--- src/hw/rtl/itm_tla_pkg.sv ---
// Package for the ITM trace line assembler: widths, header and character
// codes, register indexes and reset values.
// Depends on nothing; every other file of the block refers to it.
`default_nettype none

package itm_tla_pkg;

   // Field and state widths.
   localparam int TIME_BITS       = 48;
   localparam int TIME_FIELD_BITS = 48;
   localparam int HDR_BITS        = 8;
   localparam int CHAR_BITS       = 8;
   localparam int CHAN_BITS       = 5;
   localparam int LEN_BITS        = 9;
   localparam int MASK_BITS       = 32;
   localparam int GAP_BITS        = 24;
   localparam int CSR_IDX_BITS    = 2;
   localparam int CSR_DATA_BITS   = 32;

   typedef logic [TIME_BITS-1:0]       time_type;
   typedef logic [TIME_FIELD_BITS-1:0] time_field_type;

   // Header codes: the low three bits mark a stimulus packet.
   localparam logic [2:0] HDR_STIMULUS = 3'b001;

   // Line terminators.
   localparam logic [CHAR_BITS-1:0] CHAR_CR = 8'h0D;
   localparam logic [CHAR_BITS-1:0] CHAR_LF = 8'h0A;

   // Register indexes on the configuration port.
   typedef enum logic [CSR_IDX_BITS-1:0] {
      CSR_CHANNEL_ENABLE_MASK = 2'd0,
      CSR_MAX_LINE_LENGTH     = 2'd1,
      CSR_GAP_LIMIT_US        = 2'd2
   } csr_index_type;

   // Register reset values.
   localparam logic [MASK_BITS-1:0] RST_CHANNEL_ENABLE_MASK = 32'hFFFF_FFFF;
   localparam logic [LEN_BITS-1:0]  RST_MAX_LINE_LENGTH     = 9'd256;
   localparam logic [GAP_BITS-1:0]  RST_GAP_LIMIT_US        = 24'd100000;

endpackage

`default_nettype wire

--- src/hw/rtl/itm_tla_req_if.sv ---
// Input channel of the ITM trace line assembler: one header/payload word.
// Depends on itm_tla_pkg for the field widths.
`default_nettype none

interface itm_tla_req_if;
   logic                               valid;
   logic                               ready;
   logic [itm_tla_pkg::HDR_BITS-1:0]   header;
   logic [itm_tla_pkg::CHAR_BITS-1:0]  payload;
   itm_tla_pkg::time_field_type        time_us;
   logic                               packet_last;

   modport source (output valid, header, payload, time_us, packet_last, input ready);
   modport sink   (input valid, header, payload, time_us, packet_last, output ready);
endinterface

`default_nettype wire

--- src/hw/rtl/itm_tla_rsp_if.sv ---
// Result channel of the ITM trace line assembler: one line character word.
// Depends on itm_tla_pkg for the field widths.
`default_nettype none

interface itm_tla_rsp_if;
   logic                               valid;
   logic                               ready;
   logic [itm_tla_pkg::CHAN_BITS-1:0]  channel;
   logic [itm_tla_pkg::CHAR_BITS-1:0]  character;
   logic                               starts_line;
   itm_tla_pkg::time_field_type        rel_time_us;

   modport source (output valid, channel, character, starts_line, rel_time_us, input ready);
   modport sink   (input valid, channel, character, starts_line, rel_time_us, output ready);
endinterface

`default_nettype wire

--- src/hw/rtl/itm_tla_csr_if.sv ---
// Configuration write channel of the ITM trace line assembler.
// Depends on itm_tla_pkg for the index and data widths.
`default_nettype none

interface itm_tla_csr_if;
   logic                                   valid;
   logic                                   ready;
   logic [itm_tla_pkg::CSR_IDX_BITS-1:0]   index;
   logic [itm_tla_pkg::CSR_DATA_BITS-1:0]  data;

   modport source (output valid, index, data, input ready);
   modport sink   (input valid, index, data, output ready);
endinterface

`default_nettype wire

--- src/hw/rtl/itm_trace_line_assembler.sv ---
// Top level of the ITM trace line assembler.
// Depends on itm_tla_pkg and the interfaces itm_tla_req_if, itm_tla_rsp_if
// and itm_tla_csr_if.
//
// Usage:
// - req_chan takes one ITM header/payload word with its capture time in
//   microseconds. Words that are not stimulus packets, or whose channel is
//   disabled, and CR/LF characters produce no result.
// - rsp_chan gives each stored character with its channel, a start-of-line
//   flag and the line start time relative to the first line.
// - csr_chan writes the channel enable mask, the maximum line length and the
//   gap limit; it is always ready and should be used only while idle.
// - A word accepted on req_chan is held in the input register, evaluated
//   against the line state, and its result is loaded into the result
//   register that drives rsp_chan. One word is accepted every cycle
//   unless rsp_chan stalls.
// - When rsp_chan stalls, the result register holds; one more word can wait
//   in the input register, then req_chan.ready drops.
// - Synchronous reset restores the register reset values and forgets any
//   open line; no clearing pass is needed.
`default_nettype none

module itm_trace_line_assembler (
   input  wire               clock,
   input  wire               reset,
   itm_tla_req_if.sink       req_chan,
   itm_tla_rsp_if.source     rsp_chan,
   itm_tla_csr_if.sink       csr_chan
);

   localparam int TB = itm_tla_pkg::TIME_BITS;

   // Configuration registers.
   logic [itm_tla_pkg::MASK_BITS-1:0] chan_mask_ff, chan_mask_in;
   logic [itm_tla_pkg::LEN_BITS-1:0]  max_len_ff, max_len_in;
   logic [itm_tla_pkg::GAP_BITS-1:0]  gap_limit_ff, gap_limit_in;

   // Input register.
   logic                               s1_valid_ff, s1_valid_in;
   logic [itm_tla_pkg::HDR_BITS-1:0]   s1_header_ff, s1_header_in;
   logic [itm_tla_pkg::CHAR_BITS-1:0]  s1_payload_ff, s1_payload_in;
   itm_tla_pkg::time_type              s1_time_ff, s1_time_in;

   // Line state.
   logic                               line_open_ff, line_open_in;
   logic                               line_closed_ff, line_closed_in;
   logic [itm_tla_pkg::CHAN_BITS-1:0]  line_chan_ff, line_chan_in;
   logic [itm_tla_pkg::LEN_BITS-1:0]   line_len_ff, line_len_in;
   itm_tla_pkg::time_type              line_start_ff, line_start_in;
   itm_tla_pkg::time_type              first_time_ff, first_time_in;
   itm_tla_pkg::time_type              line_rel_ff, line_rel_in;

   // Result register.
   logic                               out_valid_ff, out_valid_in;
   logic [itm_tla_pkg::CHAN_BITS-1:0]  out_chan_ff, out_chan_in;
   logic [itm_tla_pkg::CHAR_BITS-1:0]  out_char_ff, out_char_in;
   logic                               out_start_ff, out_start_in;
   itm_tla_pkg::time_type              out_rel_ff, out_rel_in;

   // Handshake and evaluation signals.
   logic                               advance;
   logic                               req_fire;
   logic                               process;
   logic [itm_tla_pkg::CHAN_BITS-1:0]  chan;
   logic                               take;
   logic                               is_newline;
   logic [TB:0]                        gap_diff;
   logic                               gap_exceeded;
   logic [TB:0]                        first_diff;
   itm_tla_pkg::time_type              new_rel;
   logic                               line_ends;
   logic [63:0]                        time_wide;
   logic [63:0]                        rel_wide;

   // The pipeline moves unless a result waits for a stalled receiver.
   assign advance  = !out_valid_ff || rsp_chan.ready;
   assign req_chan.ready = !s1_valid_ff || advance;
   assign req_fire = req_chan.valid && req_chan.ready;
   assign process  = s1_valid_ff && advance;
   assign csr_chan.ready = 1'b1;

   // Input time is reduced to the internal time width.
   assign time_wide = 64'(req_chan.time_us);

   // Packet decode and line end tests.
   assign chan       = s1_header_ff[7:3];
   assign take       = process && (s1_header_ff[2:0] == itm_tla_pkg::HDR_STIMULUS)
                       && chan_mask_ff[chan];
   assign is_newline = (s1_payload_ff == itm_tla_pkg::CHAR_CR)
                       || (s1_payload_ff == itm_tla_pkg::CHAR_LF);

   // A borrow means the word is older than the line start: no gap then.
   assign gap_diff     = {1'b0, s1_time_ff} - {1'b0, line_start_ff};
   assign gap_exceeded = !gap_diff[TB] && (gap_diff[TB-1:0] > TB'(gap_limit_ff));
   assign line_ends    = line_closed_ff || (line_chan_ff != chan)
                         || (line_len_ff >= max_len_ff) || gap_exceeded;

   // Start time of a new line relative to the first line, clamped at zero.
   assign first_diff = {1'b0, s1_time_ff} - {1'b0, first_time_ff};
   assign new_rel    = first_diff[TB] ? '0 : first_diff[TB-1:0];

   assign rel_wide = 64'(out_rel_ff);

   // Configuration writes.
   always_comb begin
      chan_mask_in = chan_mask_ff;
      max_len_in   = max_len_ff;
      gap_limit_in = gap_limit_ff;
      if (csr_chan.valid && csr_chan.ready) begin
         unique case (csr_chan.index)
            itm_tla_pkg::CSR_CHANNEL_ENABLE_MASK: begin
               chan_mask_in = csr_chan.data;
            end
            itm_tla_pkg::CSR_MAX_LINE_LENGTH: begin
               max_len_in = csr_chan.data[itm_tla_pkg::LEN_BITS-1:0];
            end
            itm_tla_pkg::CSR_GAP_LIMIT_US: begin
               gap_limit_in = csr_chan.data[itm_tla_pkg::GAP_BITS-1:0];
            end
            default: begin
            end
         endcase
      end
   end

   // Input register loads whenever a word is accepted.
   always_comb begin
      s1_header_in  = s1_header_ff;
      s1_payload_in = s1_payload_ff;
      s1_time_in    = s1_time_ff;
      if (req_fire) begin
         s1_valid_in   = 1'b1;
         s1_header_in  = req_chan.header;
         s1_payload_in = req_chan.payload;
         s1_time_in    = time_wide[TB-1:0];
      end else if (advance) begin
         s1_valid_in = 1'b0;
      end else begin
         s1_valid_in = s1_valid_ff;
      end
   end

   // Line state update and result formation.
   always_comb begin
      line_open_in   = line_open_ff;
      line_closed_in = line_closed_ff;
      line_chan_in   = line_chan_ff;
      line_len_in    = line_len_ff;
      line_start_in  = line_start_ff;
      first_time_in  = first_time_ff;
      line_rel_in    = line_rel_ff;
      out_valid_in   = out_valid_ff && !rsp_chan.ready;
      out_chan_in    = out_chan_ff;
      out_char_in    = out_char_ff;
      out_start_in   = out_start_ff;
      out_rel_in     = out_rel_ff;
      if (take) begin
         priority if (line_open_ff && is_newline) begin
            // Terminator closes the open line without a result.
            line_closed_in = 1'b1;
         end else if (line_open_ff && !line_ends) begin
            // Character joins the open line.
            line_len_in  = line_len_ff + 1'b1;
            out_valid_in = 1'b1;
            out_chan_in  = line_chan_ff;
            out_char_in  = s1_payload_ff;
            out_start_in = 1'b0;
            out_rel_in   = line_rel_ff;
         end else if (!line_open_ff && is_newline) begin
            // Terminator before any line: nothing to do.
         end else begin
            // Character opens a new line; the very first one sets the origin.
            if (!line_open_ff) begin
               first_time_in = s1_time_ff;
               line_rel_in   = '0;
               out_rel_in    = '0;
            end else begin
               line_rel_in = new_rel;
               out_rel_in  = new_rel;
            end
            line_open_in   = 1'b1;
            line_closed_in = 1'b0;
            line_chan_in   = chan;
            line_len_in    = itm_tla_pkg::LEN_BITS'(1);
            line_start_in  = s1_time_ff;
            out_valid_in   = 1'b1;
            out_chan_in    = chan;
            out_char_in    = s1_payload_ff;
            out_start_in   = 1'b1;
         end
      end
   end

   // Registers.
   always_ff @(posedge clock) begin
      if (reset) begin
         chan_mask_ff   <= itm_tla_pkg::RST_CHANNEL_ENABLE_MASK;
         max_len_ff     <= itm_tla_pkg::RST_MAX_LINE_LENGTH;
         gap_limit_ff   <= itm_tla_pkg::RST_GAP_LIMIT_US;
         s1_valid_ff    <= 1'b0;
         line_open_ff   <= 1'b0;
         line_closed_ff <= 1'b0;
         line_chan_ff   <= '0;
         line_len_ff    <= '0;
         line_start_ff  <= '0;
         first_time_ff  <= '0;
         line_rel_ff    <= '0;
         out_valid_ff   <= 1'b0;
      end else begin
         chan_mask_ff   <= chan_mask_in;
         max_len_ff     <= max_len_in;
         gap_limit_ff   <= gap_limit_in;
         s1_valid_ff    <= s1_valid_in;
         line_open_ff   <= line_open_in;
         line_closed_ff <= line_closed_in;
         line_chan_ff   <= line_chan_in;
         line_len_ff    <= line_len_in;
         line_start_ff  <= line_start_in;
         first_time_ff  <= first_time_in;
         line_rel_ff    <= line_rel_in;
         out_valid_ff   <= out_valid_in;
      end
      s1_header_ff  <= s1_header_in;
      s1_payload_ff <= s1_payload_in;
      s1_time_ff    <= s1_time_in;
      out_chan_ff   <= out_chan_in;
      out_char_ff   <= out_char_in;
      out_start_ff  <= out_start_in;
      out_rel_ff    <= out_rel_in;
   end

   // Result channel.
   assign rsp_chan.valid       = out_valid_ff;
   assign rsp_chan.channel     = out_chan_ff;
   assign rsp_chan.character   = out_char_ff;
   assign rsp_chan.starts_line = out_start_ff;
   assign rsp_chan.rel_time_us = rel_wide[itm_tla_pkg::TIME_FIELD_BITS-1:0];

endmodule

`default_nettype wire

--- src/flat_wrapper.sv ---
// flat-port wrapper written by rule: the top's interface ports become plain ports
module itm_trace_line_assembler_flat 
  (clock, reset, req_chan_valid, req_chan_header, req_chan_payload, req_chan_time_us, req_chan_packet_last, req_chan_ready, rsp_chan_valid, rsp_chan_channel, rsp_chan_character, rsp_chan_starts_line, rsp_chan_rel_time_us, rsp_chan_ready, csr_chan_valid, csr_chan_index, csr_chan_data, csr_chan_ready);
  itm_tla_req_if req_chan_i ();
  itm_tla_rsp_if rsp_chan_i ();
  itm_tla_csr_if csr_chan_i ();
  input  wire clock;
  input  wire reset;
  input wire logic [$bits(req_chan_i.valid)-1:0] req_chan_valid;
  input wire logic [$bits(req_chan_i.header)-1:0] req_chan_header;
  input wire logic [$bits(req_chan_i.payload)-1:0] req_chan_payload;
  input wire logic [$bits(req_chan_i.time_us)-1:0] req_chan_time_us;
  input wire logic [$bits(req_chan_i.packet_last)-1:0] req_chan_packet_last;
  output wire logic [$bits(req_chan_i.ready)-1:0] req_chan_ready;
  output wire logic [$bits(rsp_chan_i.valid)-1:0] rsp_chan_valid;
  output wire logic [$bits(rsp_chan_i.channel)-1:0] rsp_chan_channel;
  output wire logic [$bits(rsp_chan_i.character)-1:0] rsp_chan_character;
  output wire logic [$bits(rsp_chan_i.starts_line)-1:0] rsp_chan_starts_line;
  output wire logic [$bits(rsp_chan_i.rel_time_us)-1:0] rsp_chan_rel_time_us;
  input wire logic [$bits(rsp_chan_i.ready)-1:0] rsp_chan_ready;
  input wire logic [$bits(csr_chan_i.valid)-1:0] csr_chan_valid;
  input wire logic [$bits(csr_chan_i.index)-1:0] csr_chan_index;
  input wire logic [$bits(csr_chan_i.data)-1:0] csr_chan_data;
  output wire logic [$bits(csr_chan_i.ready)-1:0] csr_chan_ready;
  assign req_chan_i.valid = req_chan_valid;
  assign req_chan_i.header = req_chan_header;
  assign req_chan_i.payload = req_chan_payload;
  assign req_chan_i.time_us = req_chan_time_us;
  assign req_chan_i.packet_last = req_chan_packet_last;
  assign req_chan_ready = req_chan_i.ready;
  assign rsp_chan_valid = rsp_chan_i.valid;
  assign rsp_chan_channel = rsp_chan_i.channel;
  assign rsp_chan_character = rsp_chan_i.character;
  assign rsp_chan_starts_line = rsp_chan_i.starts_line;
  assign rsp_chan_rel_time_us = rsp_chan_i.rel_time_us;
  assign rsp_chan_i.ready = rsp_chan_ready;
  assign csr_chan_i.valid = csr_chan_valid;
  assign csr_chan_i.index = csr_chan_index;
  assign csr_chan_i.data = csr_chan_data;
  assign csr_chan_ready = csr_chan_i.ready;
  itm_trace_line_assembler u_core (.clock(clock), .reset(reset), .req_chan(req_chan_i), .rsp_chan(rsp_chan_i), .csr_chan(csr_chan_i));
endmodule
--- config.mk ---
export PLATFORM = sky130hd
export DESIGN_NAME = itm_trace_line_assembler_flat
export DESIGN_NICKNAME = d
export VERILOG_FILES = /design/src/hw/rtl/itm_tla_pkg.sv /design/src/hw/rtl/itm_tla_req_if.sv /design/src/hw/rtl/itm_tla_rsp_if.sv /design/src/hw/rtl/itm_tla_csr_if.sv /design/src/hw/rtl/itm_trace_line_assembler.sv /design/src/flat_wrapper.sv
export SDC_FILE = /design/constraint.sdc
export NUM_CORES = 1
export LEC_CHECK = 0
export BUFFER_PORTS_ARGS = -buffer_cell sky130_fd_sc_hd__buf_2
export CAP_MARGIN = 25
export CELL_PAD_IN_SITES_DETAIL_PLACEMENT = 0
export CELL_PAD_IN_SITES_GLOBAL_PLACEMENT = 1
export CORE_MARGIN = 5
export CORE_UTILIZATION = 42
export DETAILED_ROUTE_END_ITERATION = 8
export GPL_ROUTABILITY_DRIVEN = 0
export PLACE_DENSITY = 0.77
export SLEW_MARGIN = 25
export SYNTH_ARGS = -nofsm -noshare
export SYNTH_HDL_FRONTEND = slang
export SYNTH_SLANG_ARGS = --single-unit
--- constraint.sdc ---
create_clock -name clock -period 5.2 [get_ports clock]
set_clock_uncertainty 0.1 [all_clocks]
set_input_delay 0.78 -clock clock [delete_from_list [all_inputs] [get_ports clock]]
set_output_delay 0.78 -clock clock [all_outputs]
set_load 0.01 [all_outputs]
-- After elaboration in Yosys (flattened, before gate mapping)
Index checks and enable logic that the tools add are counted.
- reduce and logical (&&, ||, !) cells: 30
- bitwise gates (word level): 4
- add/sub/neg operators: 3
- multiplexer cells: 22
- order comparisons: 3
- equal/unequal tests: 9
- operators with widths (operator ; number):
    $mux W48 ; 4
    $sub A48 B48 Y49 ; 2
    $gt A48 B24 Y1 ; 1
    $mux W9 ; 2
    $eq A8 B4 Y1 const B ; 2
    $mux W8 ; 2
    $mux W1 ; 11
    $mux W5 ; 2
    $add A9 B1 Y9 const B ; 1
    $ge A9 B9 Y1 ; 1
    $logic_and A1 B1 Y1 ; 9
    $logic_not A1 Y1 ; 6
    $logic_or A1 B1 Y1 ; 6
    $lt A5 B6 Y1 const B ; 1
    $ne A2 B1 Y1 const B ; 3
    $reduce_and A2 Y1 ; 3
    $reduce_and A3 Y1 ; 2
    $bmux W1 S5 ; 1
    $ne A5 B5 Y1 ; 1
    $reduce_and A5 Y1 ; 1
    $not A1 Y1 ; 4
    $reduce_and A4 Y1 ; 1
    $eq A3 B1 Y1 const B ; 1
    $eq A2 B1 Y1 const B ; 1
    3 further kinds ; 3
- output and inout bits: 65
- logic and storage cells: 90
- bits of input ports: 104
- register bits after elaboration: 353

-- Logic depth before layout (Yosys ltp)
Gate-level depths: netlist of the first run.
- depth after elaboration: 9
- mapped depth: 27
- depth with buffers taken out: 24

-- Worst setup path after synthesis of the first run
Ideal clock, no wire load.
- path kind: reg2reg
- from: register u_core.s1_time_ff[0]
- to: register u_core.out_rel_ff[45], in the netlist u_core.rsp_chan.rel_time_us[45] (data pin)
- data arrival time: 4.610 ns
- library setup time: 0.258 ns
- cell stages (with the launch flop): 26
- data required time: 4.842 ns
- period minus slack after synthesis: 4.968 ns
- setup slack: 0.232 ns
- buffers on the path: 3
- path through: edfxtp_1 -> inv_1 -> ha_1 -> inv_1 -> fa_1 -> a211oi_1 -> nor2_1 -> nand3_1 -> and2_1 -> o21ai_0 -> xor2_1 -> ha_1 -> nand4_1 -> nor2_1 -> a221oi_1 -> a31oi_1 -> o21ai_0 -> nand3_1 -> or4_1 -> nor4_2 -> nand4_1 -> o41ai_4 -> buf_6 -> buf_4 -> buf_2 -> o21ai_1
- longest elaborated chain between the ends: 7
- elaborated cells between the ends (all ways): 12
- those cells by class: add/sub: 2; order compare: 1; mux: 4; reduce/logical: 5
- RTL lines (what ; RTL line ; RTL):
    start: declaration ; itm_trace_line_assembler.sv:42 ; itm_tla_pkg::time_type s1_time_ff, s1_time_in;
    start signal: assignment ; itm_trace_line_assembler.sv:225 ; s1_time_ff <= s1_time_in;
    $sub A48 B48 Y49 ; itm_trace_line_assembler.sv:93 ; assign gap_diff = {1'b0, s1_time_ff} - {1'b0, line_start_ff};
    $gt A48 B24 Y1 / $logic_not A1 Y1 (equally long branches) ; itm_trace_line_assembler.sv:94 ; assign gap_exceeded = !gap_diff[TB] && (gap_diff[TB-1:0] > TB'(gap_limit_ff));
    $logic_and A1 B1 Y1 ; itm_trace_line_assembler.sv:94 ;
    $logic_or A1 B1 Y1 ; itm_trace_line_assembler.sv:96 ; || (line_len_ff >= max_len_ff) || gap_exceeded;
    $logic_not A1 Y1 ; itm_trace_line_assembler.sv:161 ; end else if (line_open_ff && !line_ends) begin
    $logic_and A1 B1 Y1 ; itm_trace_line_assembler.sv:161 ;
    $mux W48 (*) ; itm_trace_line_assembler.sv:161 ;
    end signal: assignment ; itm_trace_line_assembler.sv:229 ; out_rel_ff <= out_rel_in;
    end: declaration ; itm_trace_line_assembler.sv:58 ; itm_tla_pkg::time_type out_rel_ff, out_rel_in;
Mark *: on every way between the ends. The rest lies on a longest branch, timed or not. The select of a mux whose other input is x is not followed.
A chain may end at the register's enable or synchronous reset.

-- Final worst setup path of the first run
- from: register u_core.line_start_ff[3]
- to: register u_core.out_rel_ff[9], in the netlist u_core.rsp_chan.rel_time_us[9] (data pin)
- longest elaborated chain between the ends: 7
- elaborated cells between the ends (all ways): 8
- those cells by class: add/sub: 1; order compare: 1; mux: 1; reduce/logical: 5
- RTL lines (what ; RTL line ; RTL):
    start: declaration ; itm_trace_line_assembler.sv:49 ; itm_tla_pkg::time_type line_start_ff, line_start_in;
    start signal: assignment ; itm_trace_line_assembler.sv:218 ; line_start_ff <= line_start_in;
    $sub A48 B48 Y49 (*) ; itm_trace_line_assembler.sv:93 ;
    $gt A48 B24 Y1 / $logic_not A1 Y1 (equally long branches) ; itm_trace_line_assembler.sv:94 ;
    $logic_and A1 B1 Y1 (*) ; itm_trace_line_assembler.sv:94 ;
    $logic_or A1 B1 Y1 (*) ; itm_trace_line_assembler.sv:96 ;
    $logic_not A1 Y1 (*) ; itm_trace_line_assembler.sv:161 ;
    $logic_and A1 B1 Y1 (*) ; itm_trace_line_assembler.sv:161 ;
    $mux W48 (*) ; itm_trace_line_assembler.sv:161 ;
Mark *: on every way between the ends. The rest lies on a longest branch, timed or not.

==> results.json, run 1 <==
{
  "cts.path.max_buffers": 3,
  "synth_nets": 2528,
  "clk_pin_slew_ns": 0.06,
  "first_pass_iters": 7,
  "cts_tree": "built",
  "fin_ws_ns": -0.210,
  "synthDistinctLibCells": 85,
  "holdCritStartpoint": "req_chan_payload[0]",
  "grt_setup_unrepaired": "true",
  "via_per_inst": 5.48,
  "ant_nets": 0,
  "grt_pass1_wl_um": 86600,
  "place_ws_ns": -0.418,
  "tightest_slew_ns": 0.962,
  "grt_pass1_vias": 16400,
  "antenna_found_initial": 2,
  "routedWlPerCell_um": 17.7,
  "crit_top_cell": "buf_4",
  "violations": "negative setup slack",
  "status": "finished, violations left",
  "syn-instance-count": 2292,
  "holdPathStages": 1,
  "grt.total_usage_pct": 20.4,
  "final_cells": 3171,
  "port_buffers": 166,
  "netlist_area_um2": 19900,
  "fin_util_pct": 53.0,
  "fillerInstances": 4333,
  "die_y_um": 228,
  "yosysSeqAreaShare_pct": 41.9,
  "area_delta_synth_final_pct": 24.3,
  "dp_cells": 3045,
  "critPathMaxStageDelay_ns": 0.44,
  "crit_path_start_kind": "flip-flop",
  "crit_buf_inv": 14,
  "path_max_fanout": 8,
  "cts_buffers": 40,
  "yosysWarnings": 0,
  "cts_hold_buf": 0,
  "clkLatencyLatePin_ns": 0.56,
  "final_cell_mix": "305 x nand2_1, 246 x a21oi_1, 227 x dfxtp_1, 165 x buf_2, 145 x inv_1",
  "start_util_pct": 42.6,
  "grt_max_degree": 169,
  "rrSetupSlack_ns": -0.21,
  "fp.dieW_um": 228,
  "slew_viol_final": 0,
  "layout.cells.most_common": "nand2_1",
  "numClockSinks": 353,
  "rr_worst_depth": 26,
  "drive_gt1_share_pct": 20.9,
  "p_per_area_nw_per_um2": 271,
  "whs_ns": 0.290,
  "r2r-start": "u_core.line_start_ff[3]$_SDFFE_PP0P_",
  "end_kind": "flip-flop",
  "timing.final.crit_share_pct": 104,
  "syn_area_per_cell_um2": 8.67,
  "rows": 79,
  "grt_overflow_total": 0,
  "die_area_um2": 51800,
  "hold_viol": 0,
  "vias": 17400,
  "nets": 2766,
  "setup_viol": 150,
  "post-route-min-period_ns": 5.41,
  "vdd_drop_max_mv": 0.234,
  "synth_edf_count": 126,
  "path_class": "flip-flop to flip-flop",
  "critPathArrivalTime_ns": 5.62,
  "wirelength_um": 56100,
  "cap_viol_max_count": 0,
  "placeableCoreArea_um2": 46700,
  "hpwl_um": 39000,
  "drc": 0,
  "whs_endpoint": "u_core.s1_payload_ff[0]$_DFFE_PP_",
  "leakage_nw": 9.29,
  "synth-main-ff-cell": "dfxtp_1",
  "dr.first_iter.drc_count": 1240,
  "fmax_ghz": 0.185,
  "finalSetupTns_ns": -20.36,
  "root_buffer": "clkbuf_16",
  "worstReg2RegEnd": "u_core.rsp_chan.rel_time_us[9]$_DFFE_PP_",
  "ys_seq_elements": 353,
  "async_flop_share_pct": 0,
  "io_pins": 169,
  "cpLargestDelayFamily": "buffers and inverters",
  "cpMaxStageDelayCell": "a2111oi_4",
  "required_ns": 5.41,
  "hold_path_class": "input pin to flip-flop",
  "htreeDepth": 2,
  "relSlewSlack_pct": 35.1
}
through the flow:
stage,cell area (um^2),total power [mW]
2_1_floorplan,19900,3.60
3_3_place_gp,21900,3.88
3_5_place_dp,21900,3.90
4_1_cts,24000,6.71
5_1_grt,24700,6.97
6_report,24700,6.69
worst max path at each step:
stage / from / endpoint / cells after the start
2_1_floorplan: u_core.s1_time_ff[0]$_DFFE_PP_ / u_core.rsp_chan.rel_time_us[45]$_DFFE_PP_ / 25
3_3_place_gp: u_core.s1_time_ff[0]$_DFFE_PP_ / u_core.rsp_chan.rel_time_us[35]$_DFFE_PP_ / 24
3_5_place_dp: u_core.s1_time_ff[0]$_DFFE_PP_ / u_core.rsp_chan.rel_time_us[35]$_DFFE_PP_ / 24
4_1_cts: u_core.s1_time_ff[0]$_DFFE_PP_ / u_core.rsp_chan.rel_time_us[13]$_DFFE_PP_ / 27
5_1_grt: u_core.s1_time_ff[4]$_DFFE_PP_ / u_core.line_rel_ff[40]$_SDFFE_PP0P_ / 27
6_report: u_core.line_start_ff[3]$_SDFFE_PP0P_ / u_core.rsp_chan.rel_time_us[9]$_DFFE_PP_ / 26
power breakdown:
part	internal, mW	switching (mW)
Sequential	2.93	0.0565
Clock	1.62	1.16
Combinational	0.394	0.526
Total	4.94	1.75
what timing repair did:
action,4_1_cts,5_1_grt
resized for setup,111,139
endpoints found under the setup margin,160,160
gates cloned,12,14
buffers inserted,22,6
pin swaps,39,81
state kept, by name, summed over array words and instances, names as in the netlist, 9 cells and up:
register / cells
u_core.line_rel_ff: 48
u_core.chan_mask_ff: 32
u_core.line_len_ff: 9
u_core.max_len_ff: 9
u_core.s1_time_ff: 48
u_core.first_time_ff: 48
u_core.gap_limit_ff: 24
u_core.line_start_ff: 48
u_core.rsp_chan.rel_time_us: 48
Yosys cell counts, types with 12 or more instances:
cell type	instances	share of area, %
xor2_1	41	1.8
ha_1	130	8.2
buf_1	12	0.23
or3_1	24	0.76
edfxtp_1	126	19
a211o_1	41	1.8
nand2_1	325	6.1
nand4_1	31	0.98
o21ai_1	72	1.8
o21a_1	14	0.53
a211oi_1	18	0.68
inv_1	147	2.8
nand3_1	77	1.9
nor3_1	22	0.55
a21o_1	40	1.5
buf_2	21	0.53
nor2b_1	45	1.4
o21ai_0	159	4.0
xnor2_1	45	2.0
clkbuf_1	87	1.6
a21oi_1	253	6.4
dfxtp_1	227	23
nor2_1	79	1.5
nand2b_1	44	1.4
or4_1	33	1.2
worst reg2reg max path, delay by kind of cell, from the launching register on:
kind | cells | cell delay (ns)
buf+inv | 14 | 1.85
compound gates | 6 | 1.57
simple gates | 4 | 0.79
flops | 1 | 0.40
fa+ha+maj | 1 | 0.32
xor+xnor | 1 | 0.12
cell type report:
class	count	area (um^2)	share of cell area, %
clock buffers	55	1120	4.52
clock inverters	19	180	0.729
multi-input cells	1661	11100	44.8
repair buffers	326	2700	10.9
well taps	607	759	3.07
flip-flops and latches	353	8330	33.7
inverters	148	558	2.26
diodes	2	5.00	0.0203
metal layers:
layer	track usage (%)	wire, um
met5	0	0
met4	6.08	1590
met3	3.00	2770
met2	33.0	26200
met1	28.7	25500
cell families (layout without fill, tap and decap cells):
family	Yosys count	count (layout)	share of synthesized area (%)
AOI/OAI and AO/OA	688	688	20.7
xor gates and xnor gates	86	86	3.79
adders and majority gates	132	132	8.38
buffers and inverters	278	548	5.64
DFF	353	353	41.9
muxes	21	21	1.69
other	1	3	0.0189
and+or+nand+nor	733	733	17.9
(Power assumes the default switching activity.)
==> run 2, diff against run 1 <==
Settings changed: BUFFER_PORTS_ARGS -buffer_cell sky130_fd_sc_hd__buf_2 to -buffer_cell sky130_fd_sc_hd__clkbuf_2.
==> results.json, run 2 (same netlist as run 1, synthesis figures left out) <==
{
  "final_cell_mix": "311 x nand2_1, 246 x a21oi_1, 227 x dfxtp_1, 165 x clkbuf_2, 145 x inv_1",
  "p_per_area_nw_per_um2": 275,
  "leakage_nw": 9.16,
  "htreeDepth": 2,
  "nets": 2760,
  "final_cell_area_um2": 24500,
  "cts_tree": "built",
  "routed-wl-met3_um": 2450,
  "path_max_fanout": 7,
  "worstReg2RegEnd": "u_core.line_start_ff[26]$_SDFFE_PP0P_",
  "die_area_um2": 51800,
  "cts.path.max_buffers": 3,
  "rr_worst_depth": 25,
  "required_ns": 5.56,
  "clkLatencyLatePin_ns": 0.56,
  "wl_met1_um": 26000,
  "die_y_um": 228,
  "fin_ws_ns": -0.0650,
  "area_delta_synth_final_pct": 23.1,
  "start_util_pct": 42.6,
  "hpwl_um": 38600,
  "layout.cells.most_common": "nand2_1",
  "vdd_drop_max_mv": 0.215,
  "holdPathStages": 1,
  "fillerInstances": 4301,
  "path_class": "flip-flop to flip-flop",
  "dr.max_layer_used": "met4",
  "first_pass_iters": 5,
  "violations": "negative setup slack",
  "status": "finished, violations left",
  "grt_max_degree": 175,
  "drive_gt1_share_pct": 20.1,
  "grt_pass1_vias": 16600,
  "cap_viol_max_count": 0,
  "io_pins": 169,
  "post-route-min-period_ns": 5.26,
  "drc": 0,
  "place_ws_ns": -0.522,
  "fmax_ghz": 0.190,
  "crit_path_start_kind": "flip-flop",
  "rows": 79,
  "port_buffers": 166,
  "numClockSinks": 353,
  "grt_overflow_total": 0,
  "relSlewSlack_pct": 40.3,
  "ant_nets": 0,
  "dr.first_iter.drc_count": 1258,
  "slew_viol_final": 0,
  "root_buffer": "clkbuf_16",
  "whs_endpoint": "u_core.s1_time_ff[19]$_DFFE_PP_",
  "placed_area_um2": 21900,
  "fp.dieW_um": 228,
  "wirelength_um": 55300,
  "hold_viol": 0,
  "routedWlPerCell_um": 17.5,
  "clk_pin_slew_ns": 0.07,
  "rrSetupSlack_ns": -0.06,
  "hold_path_class": "input pin to flip-flop",
  "grt.total_usage_pct": 20.5,
  "via_per_inst": 5.45,
  "antenna_found_initial": 2,
  "end_kind": "flip-flop",
  "cts_buffers": 40,
  "grt_setup_unrepaired": "true",
  "vias": 17200,
  "setup_viol": 62,
  "fin_util_pct": 52.5,
  "tightest_slew_ns": 0.884,
  "r2r-start": "u_core.s1_time_ff[0]$_DFFE_PP_",
  "placeableCoreArea_um2": 46700,
  "timing.final.crit_share_pct": 101,
  "finalSetupTns_ns": -1.69,
  "critPathArrivalTime_ns": 5.63,
  "holdCritStartpoint": "req_chan_time_us[19]",
  "grt_pass1_wl_um": 87000,
  "p_total_mw": 6.74,
  "route.met2.wl_um": 25700
}
-- run 2: changes by cell type in the layout (fill, tap and decap cells not counted), sizes merged --
| cell | previous run | this run |
|---|---|---|
| bufinv | 2 | 4 |
| inv | 151 | 150 |
| clkbuf | 67 | 223 |
| clkinv | 14 | 10 |
| buf | 314 | 147 |
| clkinvlp | 0 | 5 |
| bufbuf | 0 | 1 |
-- run 2: worst max path at each step --
stage,startpoint,to,slack (ns)
final,u_core.s1_time_ff[0]$_DFFE_PP_,u_core.line_start_ff[26]$_SDFFE_PP0P_,-0.06
after global placement,u_core.s1_time_ff[0]$_DFFE_PP_,u_core.rsp_chan.rel_time_us[13]$_DFFE_PP_,-0.33
after CTS,u_core.s1_time_ff[0]$_DFFE_PP_,u_core.line_start_ff[23]$_SDFFE_PP0P_,-0.18
after global routing,u_core.s1_time_ff[0]$_DFFE_PP_,u_core.line_start_ff[26]$_SDFFE_PP0P_,-0.40
after detailed placement,u_core.s1_time_ff[0]$_DFFE_PP_,u_core.rsp_chan.rel_time_us[26]$_DFFE_PP_,-0.52
after floorplan,u_core.s1_time_ff[0]$_DFFE_PP_,u_core.rsp_chan.rel_time_us[45]$_DFFE_PP_,0.23
-- run 2: critical path, cell delays in order, from the launching register on --
cell and delay [ns]:
edfxtp_1 0.41, inv_2 0.12, ha_4 0.14, inv_2 0.03, fa_2 0.34, a211oi_2 0.24
o21ai_0 0.18, a21oi_1 0.22, xnor2_1 0.19, ha_1 0.30, nand4_1 0.14, nor2_1 0.08
a221oi_2 0.26, a31oi_1 0.13, o21ai_2 0.19, nand3_1 0.11, or4_4 0.45, nor4_4 0.16
nand4_1 0.19, o41ai_4 0.29, buf_6 0.20, buf_16 0.17, buf_12 0.11, buf_16 0.10
o21ai_0 0.08, a21oi_1 0.22
-- run 2: layout make-up --
class	count	area [um^2]	share of cell area [%]
antenna	2	5.00	0.0204
sequential	353	8330	34.0
timing repair buffer	320	2570	10.5
multi-input combinational	1661	10900	44.7
tap	607	759	3.10
inverter	148	558	2.28
clock inverter	21	243	0.992
clock buffer	51	1070	4.38
-- run 2: power by group --
part / internal [mW] / leakage [nW] / switching [mW]
registers: 2.92 / 3.13 / 0.0566
clock network: 1.67 / 0.630 / 1.17
logic: 0.391 / 5.41 / 0.518
total: 4.99 / 9.16 / 1.75
-- run 2: metal layers --
layer  track usage, %  vias up
met1             28.7     8123
met2             33.5      389
li1                 -     8651
met3             2.68       83
met5                0        -
met4             5.73        0
-- run 2: timing repair --
item / 4_1_cts / 5_1_grt
setup endpoints to repair: 160 / 160
endpoints found under the hold margin: 0 / 0
pin swaps: 52 / 57
cloned: 15 / 6
resized for setup: 91 / 103
setup buffers: 16 / 7
hold buffers: 0 / 0
-- run 2: stage by stage --
stage,hold slack (ns),cells
floorplan,0.317,2292
global placement,0.326,3052
detailed placement,0.326,3052
CTS,0.266,3154
global route,0.265,3163
finish,0.293,3163
